### src/session_slot_table_top_defines.svh
// Assertion macros for the session slot table.
// Both expect clk and arst_n in scope.
`ifndef SESSION_SLOT_TABLE_TOP_DEFINES_SVH
`define SESSION_SLOT_TABLE_TOP_DEFINES_SVH
`ifndef NO_ASSERTIONS
`define SST_ASSERT(lbl, prop, msg) \
	lbl: assert property (@(posedge clk) disable iff (!arst_n) prop) else $error(msg);
`define SST_NEVER(lbl, expr, msg) \
	lbl: assert property (@(posedge clk) disable iff (!arst_n) !(expr)) else $error(msg);
`else
`define SST_ASSERT(lbl, prop, msg)
`define SST_NEVER(lbl, expr, msg)
`endif
`endif

### src/sst_pkg.sv
package sst_pkg;

	localparam int SLOTS_DEF   = 16;
	localparam int MAX_RESULTS = 16;
	localparam int LIST_W      = $clog2(MAX_RESULTS + 1);
	localparam int CNT_W       = 5;
	localparam logic [CNT_W-1:0] CAP_RESET = CNT_W'(16);

	typedef enum logic [1:0] {
		MODE_ADD    = 2'd0,
		MODE_REMOVE = 2'd1,
		MODE_GET    = 2'd2,
		MODE_LIST   = 2'd3
	} mode_t;

	typedef enum logic [2:0] {
		STAT_OK       = 3'd0,
		STAT_CAP      = 3'd1,
		STAT_FULL     = 3'd2,
		STAT_NOTFOUND = 3'd3,
		STAT_EMPTY    = 3'd4
	} status_t;

	// slot contents, session id in the low bits
	typedef struct packed {
		logic [63:0] start_time;
		logic [31:0] ip;
		logic [63:0] sid;
	} entry_t;

	typedef struct packed {
		status_t          status;
		logic [3:0]       slot;
		entry_t           entry;
		logic [CNT_W-1:0] count;
	} result_t;

endpackage

### src/sst_mem.sv
module sst_mem #(
	parameter int SLOTS = sst_pkg::SLOTS_DEF,
	localparam int IW = (SLOTS > 1) ? $clog2(SLOTS) : 1
) (
	input  logic            clk,
	input  logic            wr_en,
	input  logic [IW-1:0]   wr_addr,
	input  sst_pkg::entry_t wr_data,
	input  logic            rd_en,
	input  logic [IW-1:0]   rd_addr,
	output sst_pkg::entry_t rd_data
);

	sst_pkg::entry_t mem [SLOTS];

	always_ff @(posedge clk) begin
		if (wr_en) begin
			mem[wr_addr] <= wr_data;
		end
	end

	always_ff @(posedge clk) begin
		if (rd_en) begin
			rd_data <= mem[rd_addr];
		end
	end

endmodule

### src/sst_ctrl.sv
`include "session_slot_table_top_defines.svh"

module sst_ctrl #(
	parameter int SLOTS = sst_pkg::SLOTS_DEF,
	localparam int IW = (SLOTS > 1) ? $clog2(SLOTS) : 1,
	localparam int CW = $clog2(SLOTS + 1)
) (
	input  logic                      clk,
	input  logic                      arst_n,
	input  logic                      in_valid,
	output logic                      in_ready,
	input  sst_pkg::mode_t            in_mode,
	input  sst_pkg::entry_t           in_entry,
	input  logic [sst_pkg::CNT_W-1:0] cap,
	input  logic                      out_free,
	output logic                      res_vld,
	output sst_pkg::result_t          res,
	output logic                      res_last,
	output logic                      wr_en,
	output logic [IW-1:0]             wr_addr,
	output sst_pkg::entry_t           wr_data,
	output logic                      rd_en,
	output logic [IW-1:0]             rd_addr,
	input  sst_pkg::entry_t           rd_data
);

	typedef enum logic [2:0] {
		S_IDLE = 3'b001,
		S_SCAN = 3'b010,
		S_DONE = 3'b100
	} fsm_t;

	localparam logic [CW-1:0] SLOTS_C = CW'(SLOTS);
	localparam logic [sst_pkg::LIST_W-1:0] LIST_LAST = sst_pkg::LIST_W'(sst_pkg::MAX_RESULTS - 1);

	fsm_t                          state_q;
	sst_pkg::mode_t                mode_q;
	sst_pkg::entry_t               key_q;
	sst_pkg::status_t              fail_q;
	logic [SLOTS-1:0]              valid_q;
	logic [sst_pkg::CNT_W-1:0]     count_q;
	logic [CW-1:0]                 idx_q;
	logic                          v_s1;
	logic [IW-1:0]                 idx_s1;
	logic [sst_pkg::LIST_W-1:0]    listed_q;
	sst_pkg::result_t              hold_q;
	logic                          hold_vld_q;

	logic                          cond;
	logic                          hit;
	logic                          last_hit;
	logic                          is_list;
	logic                          stall;
	logic                          iss;
	logic                          scan_end;
	logic                          push_scan;
	logic                          push_done;
	sst_pkg::entry_t               hit_entry;
	logic [sst_pkg::CNT_W-1:0]     new_count;
	sst_pkg::result_t              fail_res;

	assign in_ready = (state_q == S_IDLE);
	assign is_list  = (mode_q == sst_pkg::MODE_LIST);

	always_comb begin
		case (mode_q)
			sst_pkg::MODE_ADD: begin
				cond = !valid_q[idx_s1];
			end
			sst_pkg::MODE_REMOVE, sst_pkg::MODE_GET: begin
				cond = valid_q[idx_s1] && (rd_data.sid == key_q.sid);
			end
			sst_pkg::MODE_LIST: begin
				cond = valid_q[idx_s1];
			end
			default: begin
				cond = 1'b0;
			end
		endcase
	end

	assign hit      = (state_q == S_SCAN) && v_s1 && cond;
	// hit that ends the walk: any non-list hit, or the last list result allowed
	assign last_hit = hit && (!is_list || listed_q == LIST_LAST);
	// a list hit can only be parked once the previous one has gone out
	assign stall    = hit && is_list && hold_vld_q && !out_free;
	assign iss      = (state_q == S_SCAN) && !stall && !last_hit && (idx_q < SLOTS_C);
	assign scan_end = (state_q == S_SCAN) && !v_s1 && (idx_q == SLOTS_C);

	assign hit_entry = (mode_q == sst_pkg::MODE_ADD) ? key_q : rd_data;

	always_comb begin
		case (mode_q)
			sst_pkg::MODE_ADD:    new_count = count_q + sst_pkg::CNT_W'(1);
			sst_pkg::MODE_REMOVE: new_count = count_q - sst_pkg::CNT_W'(1);
			default:              new_count = count_q;
		endcase
	end

	assign fail_res = '{status: fail_q, slot: '0, entry: '0, count: count_q};

	assign push_scan = hit && is_list && hold_vld_q && out_free;
	assign push_done = (state_q == S_DONE) && out_free;
	assign res_vld   = push_scan || push_done;
	assign res_last  = push_done;
	assign res       = (push_done && !hold_vld_q) ? fail_res : hold_q;

	assign wr_en   = hit && (mode_q == sst_pkg::MODE_ADD);
	assign wr_addr = idx_s1;
	assign wr_data = key_q;
	assign rd_en   = iss;
	assign rd_addr = idx_q[IW-1:0];

	always_ff @(posedge clk or negedge arst_n) begin
		if (!arst_n) begin
			state_q    <= S_IDLE;
			mode_q     <= sst_pkg::MODE_ADD;
			valid_q    <= '0;
			count_q    <= '0;
			idx_q      <= '0;
			v_s1       <= 1'b0;
			listed_q   <= '0;
			hold_vld_q <= 1'b0;
		end else begin
			case (state_q)
				S_IDLE: begin
					if (in_valid) begin
						mode_q     <= in_mode;
						idx_q      <= '0;
						v_s1       <= 1'b0;
						listed_q   <= '0;
						hold_vld_q <= 1'b0;
						if (in_mode == sst_pkg::MODE_ADD && count_q >= cap) begin
							state_q <= S_DONE;
						end else begin
							state_q <= S_SCAN;
						end
					end
				end
				S_SCAN: begin
					if (!stall) begin
						v_s1 <= iss;
						if (iss) begin
							idx_q <= idx_q + CW'(1);
						end
					end
					if (hit && !stall) begin
						hold_vld_q <= 1'b1;
						count_q    <= new_count;
						if (mode_q == sst_pkg::MODE_ADD) begin
							valid_q[idx_s1] <= 1'b1;
						end
						if (mode_q == sst_pkg::MODE_REMOVE) begin
							valid_q[idx_s1] <= 1'b0;
						end
						if (is_list) begin
							listed_q <= listed_q + sst_pkg::LIST_W'(1);
						end
						if (last_hit) begin
							state_q <= S_DONE;
						end
					end else if (scan_end) begin
						state_q <= S_DONE;
					end
				end
				S_DONE: begin
					if (out_free) begin
						hold_vld_q <= 1'b0;
						state_q    <= S_IDLE;
					end
				end
				default: begin
					state_q <= S_IDLE;
				end
			endcase
		end
	end

	always_ff @(posedge clk) begin
		if (state_q == S_IDLE && in_valid) begin
			key_q <= in_entry;
			case (in_mode)
				sst_pkg::MODE_ADD:   fail_q <= (count_q >= cap) ? sst_pkg::STAT_CAP
				                                                : sst_pkg::STAT_FULL;
				sst_pkg::MODE_LIST:  fail_q <= sst_pkg::STAT_EMPTY;
				default:             fail_q <= sst_pkg::STAT_NOTFOUND;
			endcase
		end
		if (state_q == S_SCAN && !stall) begin
			idx_s1 <= idx_q[IW-1:0];
		end
		if (hit && !stall) begin
			hold_q <= '{status: sst_pkg::STAT_OK, slot: 4'(idx_s1), entry: hit_entry,
			            count: new_count};
		end
	end

	`SST_ASSERT(a_count_match, $countones(valid_q) == int'(count_q), "count differs from valid slots")
	`SST_ASSERT(a_push_free, res_vld |-> out_free, "result pushed into a full output stage")
	`SST_NEVER(a_idle_hold, state_q == S_IDLE && hold_vld_q, "parked result left in idle")
	`SST_ASSERT(a_done_idle, (state_q == S_DONE && out_free) |=> (state_q == S_IDLE), "final result did not end the item")

endmodule

### src/session_slot_table_top.sv
// Session slot table: SLOTS entries of {session id, IPv4 address, start time} kept in one
// single-port-write, registered-read memory, with valid bits and the live count in flops.
// One item is handled at a time. The controller walks the slots in order, one memory read
// per cycle while no list result is held back by the output, and stops at the first free
// slot (add) or the first id match (remove, get); list walks the table and emits one
// result per valid slot, at most 16, the last one flagged by tlast. An add refused by the
// cap skips the walk. The next item is accepted while the final result still waits in the
// output register. Write session_cap only while no item is in flight.
module session_slot_table_top #(
	parameter int SLOTS = sst_pkg::SLOTS_DEF
) (
	input  logic         clk,
	input  logic         arst_n,
	input  logic         s_axis_tvalid,
	output logic         s_axis_tready,
	input  logic [159:0] s_axis_tdata,  // sid, peer address, start time
	input  logic [1:0]   s_axis_tuser,  // mode
	output logic         m_axis_tvalid,
	input  logic         m_axis_tready,
	// slot, stored sid, stored address, stored start time, live count, zero pad
	output logic [175:0] m_axis_tdata,
	output logic [2:0]   m_axis_tuser,  // status
	output logic         m_axis_tlast,
	input  logic         cfg_we,
	input  logic [4:0]   cfg_wdata      // session_cap
);

	localparam int IW = (SLOTS > 1) ? $clog2(SLOTS) : 1;

	logic [sst_pkg::CNT_W-1:0] cap_q;
	logic                      out_free;
	logic                      res_vld;
	sst_pkg::result_t          res;
	logic                      res_last;
	sst_pkg::result_t          m_res_q;
	logic                      m_vld_q;
	logic                      m_last_q;
	logic                      wr_en;
	logic [IW-1:0]             wr_addr;
	sst_pkg::entry_t           wr_data;
	logic                      rd_en;
	logic [IW-1:0]             rd_addr;
	sst_pkg::entry_t           rd_data;

	always_ff @(posedge clk or negedge arst_n) begin
		if (!arst_n) begin
			cap_q <= sst_pkg::CAP_RESET;
		end else if (cfg_we) begin
			cap_q <= cfg_wdata;
		end
	end

	assign out_free = !m_vld_q || m_axis_tready;

	always_ff @(posedge clk or negedge arst_n) begin
		if (!arst_n) begin
			m_vld_q <= 1'b0;
		end else if (res_vld) begin
			m_vld_q <= 1'b1;
		end else if (m_axis_tready) begin
			m_vld_q <= 1'b0;
		end
	end

	always_ff @(posedge clk) begin
		if (res_vld) begin
			m_res_q  <= res;
			m_last_q <= res_last;
		end
	end

	assign m_axis_tvalid = m_vld_q;
	assign m_axis_tlast  = m_last_q;
	assign m_axis_tuser  = m_res_q.status;
	assign m_axis_tdata  = {7'd0, m_res_q.count, m_res_q.entry.start_time, m_res_q.entry.ip,
	                        m_res_q.entry.sid, m_res_q.slot};

	sst_mem #(.SLOTS(SLOTS)) u_mem (
		.clk     (clk),
		.wr_en   (wr_en),
		.wr_addr (wr_addr),
		.wr_data (wr_data),
		.rd_en   (rd_en),
		.rd_addr (rd_addr),
		.rd_data (rd_data)
	);

	sst_ctrl #(.SLOTS(SLOTS)) u_ctrl (
		.clk      (clk),
		.arst_n   (arst_n),
		.in_valid (s_axis_tvalid),
		.in_ready (s_axis_tready),
		.in_mode  (sst_pkg::mode_t'(s_axis_tuser)),
		.in_entry (sst_pkg::entry_t'(s_axis_tdata)),
		.cap      (cap_q),
		.out_free (out_free),
		.res_vld  (res_vld),
		.res      (res),
		.res_last (res_last),
		.wr_en    (wr_en),
		.wr_addr  (wr_addr),
		.wr_data  (wr_data),
		.rd_en    (rd_en),
		.rd_addr  (rd_addr),
		.rd_data  (rd_data)
	);

endmodule
### config.mk
export PLATFORM = sky130hd
export DESIGN_NAME = session_slot_table_top
export DESIGN_NICKNAME = d
export VERILOG_FILES = /design/src/sst_pkg.sv /design/src/sst_mem.sv /design/src/sst_ctrl.sv /design/src/session_slot_table_top.sv
export VERILOG_INCLUDE_DIRS = /design/src /design/src/src
export SDC_FILE = /design/constraint.sdc
export NUM_CORES = 2
export LEC_CHECK = 0
export BUFFER_PORTS_ARGS = -buffer_cell sky130_fd_sc_hd__buf_4
export CAP_MARGIN = 40
export CORE_AREA = 2 2 471 473
export DETAILED_ROUTE_END_ITERATION = 16
export DIE_AREA = 0 0 473 475
export GPL_TIMING_DRIVEN = 1
export PLACE_DENSITY = 0.75
export SYNTH_ARGS = -nofsm -noshare
export SYNTH_HDL_FRONTEND = slang
export SYNTH_SLANG_ARGS = --single-unit
export TNS_END_PERCENT = 1
### constraint.sdc
create_clock -name clk -period 15.8 [get_ports clk]
set_clock_uncertainty 0.15 [all_clocks]
set_input_delay 3.95 -clock clk [delete_from_list [all_inputs] [get_ports clk]]
set_output_delay 3.95 -clock clk [all_outputs]
set_load 0.02 [all_outputs]
==> reports/results.ini <==
[floorplanning]
core_um2 = 219000
dieHeight_um = 475
std_cell_rows = 172
start_util_pct = 55.8
dieArea_um2 = 225000
io_pins = 354
die_w_um = 473

[drt]
first_pass_iters = 6
vias = 56948
drtIter0Drc = 8169
drc = 0
wl_met3_mm = 28.3
routed.top_layer = met5
vias_per_cell = 6.54
met1_length_mm = 112
postRouteWirelength_mm = 294
drtAntennaViolNets = 0
wl_per_cell_um = 33.7
dr_wl_met2_mm = 145

[synthesis]
synth_top_cell_by_area = edfxtp_1
yosysWarnings = 0
synth_cell_types = 56
synth-edff-count = 3229
synth_ff_type = edfxtp_1
ys_seq_elements = 3273
netlist_area_um2 = 122000
yosys-top-cells-area = edfxtp_1 79%, mux4_2 15%, mux2_2 1.6%
synth_top_area_share_pct = 79.2
synthesis.area_per_instance_um2 = 24.5
ys_async_sr_fraction_pct = 1.34
synth-seq-area-share_pct = 80.1
netlist_instances = 5004

[clock_network]
cts.repair.resized = 0
root_buffer = clkbuf_16
path_clk_slew_ns = 0.06
numCtsBuffers = 330
cts_setup_buffers = 0
cts.sinks = 3273
clk_path_buf_depth = 4
cts_hold_buf = 0
cts.htree.levels = 5
cts_tree = done
clkLatencyLatePin_ns = 0.94

[layout]
utilization_pct = 64.2
fin_nets = 5780
nFillCells = 13626
final_cells = 8710
layout_common_cells = 3,229 x edfxtp_1, 804 x mux4_2, 424 x buf_4
areaGrowthSynthToFinish_pct = 14.9
layout-drive-gt1-share_pct = 33.5
final_common_cell = edfxtp_1

[pwr]
internal-power_uw = 16700
power_frac_seq_pct = 49.0
ir_drop_mv = 0.118
comb_power_share_pct = 16.3
power_leakage_uw = 0.0439
p_sw_uw = 5570
power.share.clock_pct = 34.7
swShare_pct = 25.0
pwr_density_cell_nw_per_um2 = 159

[setup_path]
rr_worst_depth = 8
crit_path_frequent_cell = nand3_1
crit_path_end = u_mem.rd_data[90]
path_cells = buf_4 > nand2b_1 > nor2_1 > or3b_2 > nand3_1 > or4b_1 > nand3_1 > inv_8 > buf_12
cp_slowest_stage_delay_ns = 0.73
worstSetupEndpointType = register
critPathRequiredTime_ns = 16.19
rr_startpoint = u_ctrl.wr_addr[2]
rr_endpoint = u_mem.mem[5][87]
cp.arrival_ns = 7.04
startpoint_type = input pin
worstPathMaxFanout = 95
crit_start = m_axis_tready
worstSetupPathType = in -> reg
rrSetupSlack_ns = 10.57
slowest_stage = inv_8

[sta]
finalCriticalPeriod_ns = 6.65
max_freq_ghz = 0.150
rsz0062_at_grt = false
tightest_slew_ns = 1.05
fin_crit_sh_pct = 42.1
setup_tns_ns = 0
setup_viol = 0
timing.slew.headroom_pct = 30.2
hold_viol = 0
drv_slew = 0

[place]
place.gp.congestion = 0.819
place_inst = 8131
io_buffers = 346
dp_hpwl_mm = 147

[grt]
grt-ovfl-total = 0
grt_max_degree = 109
grt_pass1_wl_mm = 419
grt_usage_pct = 26.3
antenna_found_initial = 11
grt_pass1_vias = 57817

[run_status]
status = finished clean

[min_path]
hold_class = reg -> reg

[run]
max_cap_violations = 0

## cell type report
| class | instances | area (µm²) | share of cell area, % |
|---|---|---|---|
| clock inverter | 178 | 1820 | 1.30 |
| antenna | 1 | 2.50 | 0.00178 |
| inverter | 35 | 154 | 0.110 |
| sequential | 3273 | 98100 | 69.8 |
| timing repair buffer | 487 | 4730 | 3.37 |
| multi-input combinational | 1465 | 23400 | 16.7 |
| clock buffer | 400 | 8750 | 6.23 |
| tap | 2871 | 3590 | 2.56 |
## kinds of logic (layout without fill, tap and decap cells)
family / Yosys count / in the layout / share of synthesized area [%]
muxes: 991 / 991 / 16.5
xor gates and xnor gates: 46 / 46 / 0.329
AOI/OAI and AO/OA: 64 / 64 / 0.349
DFF: 3273 / 3273 / 80.1
and+or+nand+nor: 341 / 341 / 1.62
adders and majority gates: 16 / 16 / 0.170
buffers and inverters: 272 / 1100 / 0.867
other: 1 / 8 / 0.00306
## power groups by stage
| stage | logic (µW) | registers, µW | clock network, µW |
|---|---|---|---|
| after CTS | 3680 | 10900 | 7830 |
| after global routing | 3840 | 11000 | 8130 |
| final | 3630 | 10900 | 7740 |
| after detailed placement | 3610 | 11100 | 0 |
| after floorplan | 2560 | 10900 | 0 |
| after global placement | 3460 | 11000 | 0 |
## layer usage
layer	vias to the layer above	track usage, %
met4	8	7.94
met3	536	4.88
met2	3697	42.4
met1	30348	37.2
met5	-	0
li1	22359	-
## state kept, by name, indices dropped and copies added, names as in the netlist, 4 cells and up
signal	cells
u_mem.mem	2560
m_axis_tdata	169
u_ctrl.hold_q	169
u_ctrl.wr_data	160
u_mem.rd_data	160
u_ctrl.valid_q	16
cap_q	5
u_ctrl.count_q	5
u_ctrl.idx_q	5
u_ctrl.listed_q	5
u_ctrl.wr_addr	4
## worst min-delay path by stage
| stage | start | to | slack, ns | cells after the start |
|---|---|---|---|---|
| final | u_ctrl.valid_q[4] | u_ctrl.valid_q[4] | 0.34 | 1 |
| after global routing | u_ctrl.valid_q[8] | u_ctrl.valid_q[8] | 0.36 | 1 |
| after CTS | u_ctrl.valid_q[8] | u_ctrl.valid_q[8] | 0.34 | 1 |
| after detailed placement | u_ctrl.valid_q[4] | u_ctrl.valid_q[4] | 0.33 | 1 |
| after global placement | u_ctrl.valid_q[8] | u_ctrl.valid_q[8] | 0.31 | 1 |
| after floorplan | u_ctrl.wr_addr[2] | u_ctrl.hold_q[167] | 0.27 | 0 |
## worst max-delay path, delay by kind of cell
family,cells,cell delay [ns]
buf+inv,3,1.45
simple gates,6,1.40
## metrics by stage
| step | area, µm² | hold slack (ns) | total power (µW) | worst slack [ns] |
|---|---|---|---|---|
| 6_report | 141000 | 0.343 | 22300 | 9.15 |
| 5_1_grt | 141000 | 0.361 | 22900 | 9.05 |
| 4_1_cts | 141000 | 0.342 | 22400 | 9.22 |
| 3_5_place_dp | 130000 | 0.329 | 14700 | 8.23 |
| 3_3_place_gp | 129000 | 0.315 | 14500 | 8.16 |
| 2_1_floorplan | 122000 | 0.271 | 13500 | 3.49 |
## synthesized netlist by cell type, types with 3 or more instances
library cell	number
o2111ai_1	4
nor2_1	36
xor2_1	16
dfrtp_1	42
clkbuf_1	191
nor4_1	6
a21o_1	6
nor2b_1	185
buf_4	9
inv_1	34
a21oi_1	8
or3_1	3
o21ai_0	24
mux4_2	804
and2_1	4
mux2i_1	7
mux2_2	178
buf_1	32
and3_1	3
nor4_2	4
buf_2	5
o22ai_1	4
a2111o_1	5
o31ai_1	3
nand2b_1	21
edfxtp_1	3229
nand2_1	29
nand4_1	8
nand3_1	14
nor3_1	16
xnor2_1	30
ha_1	15
(Power assumes the default switching activity.)
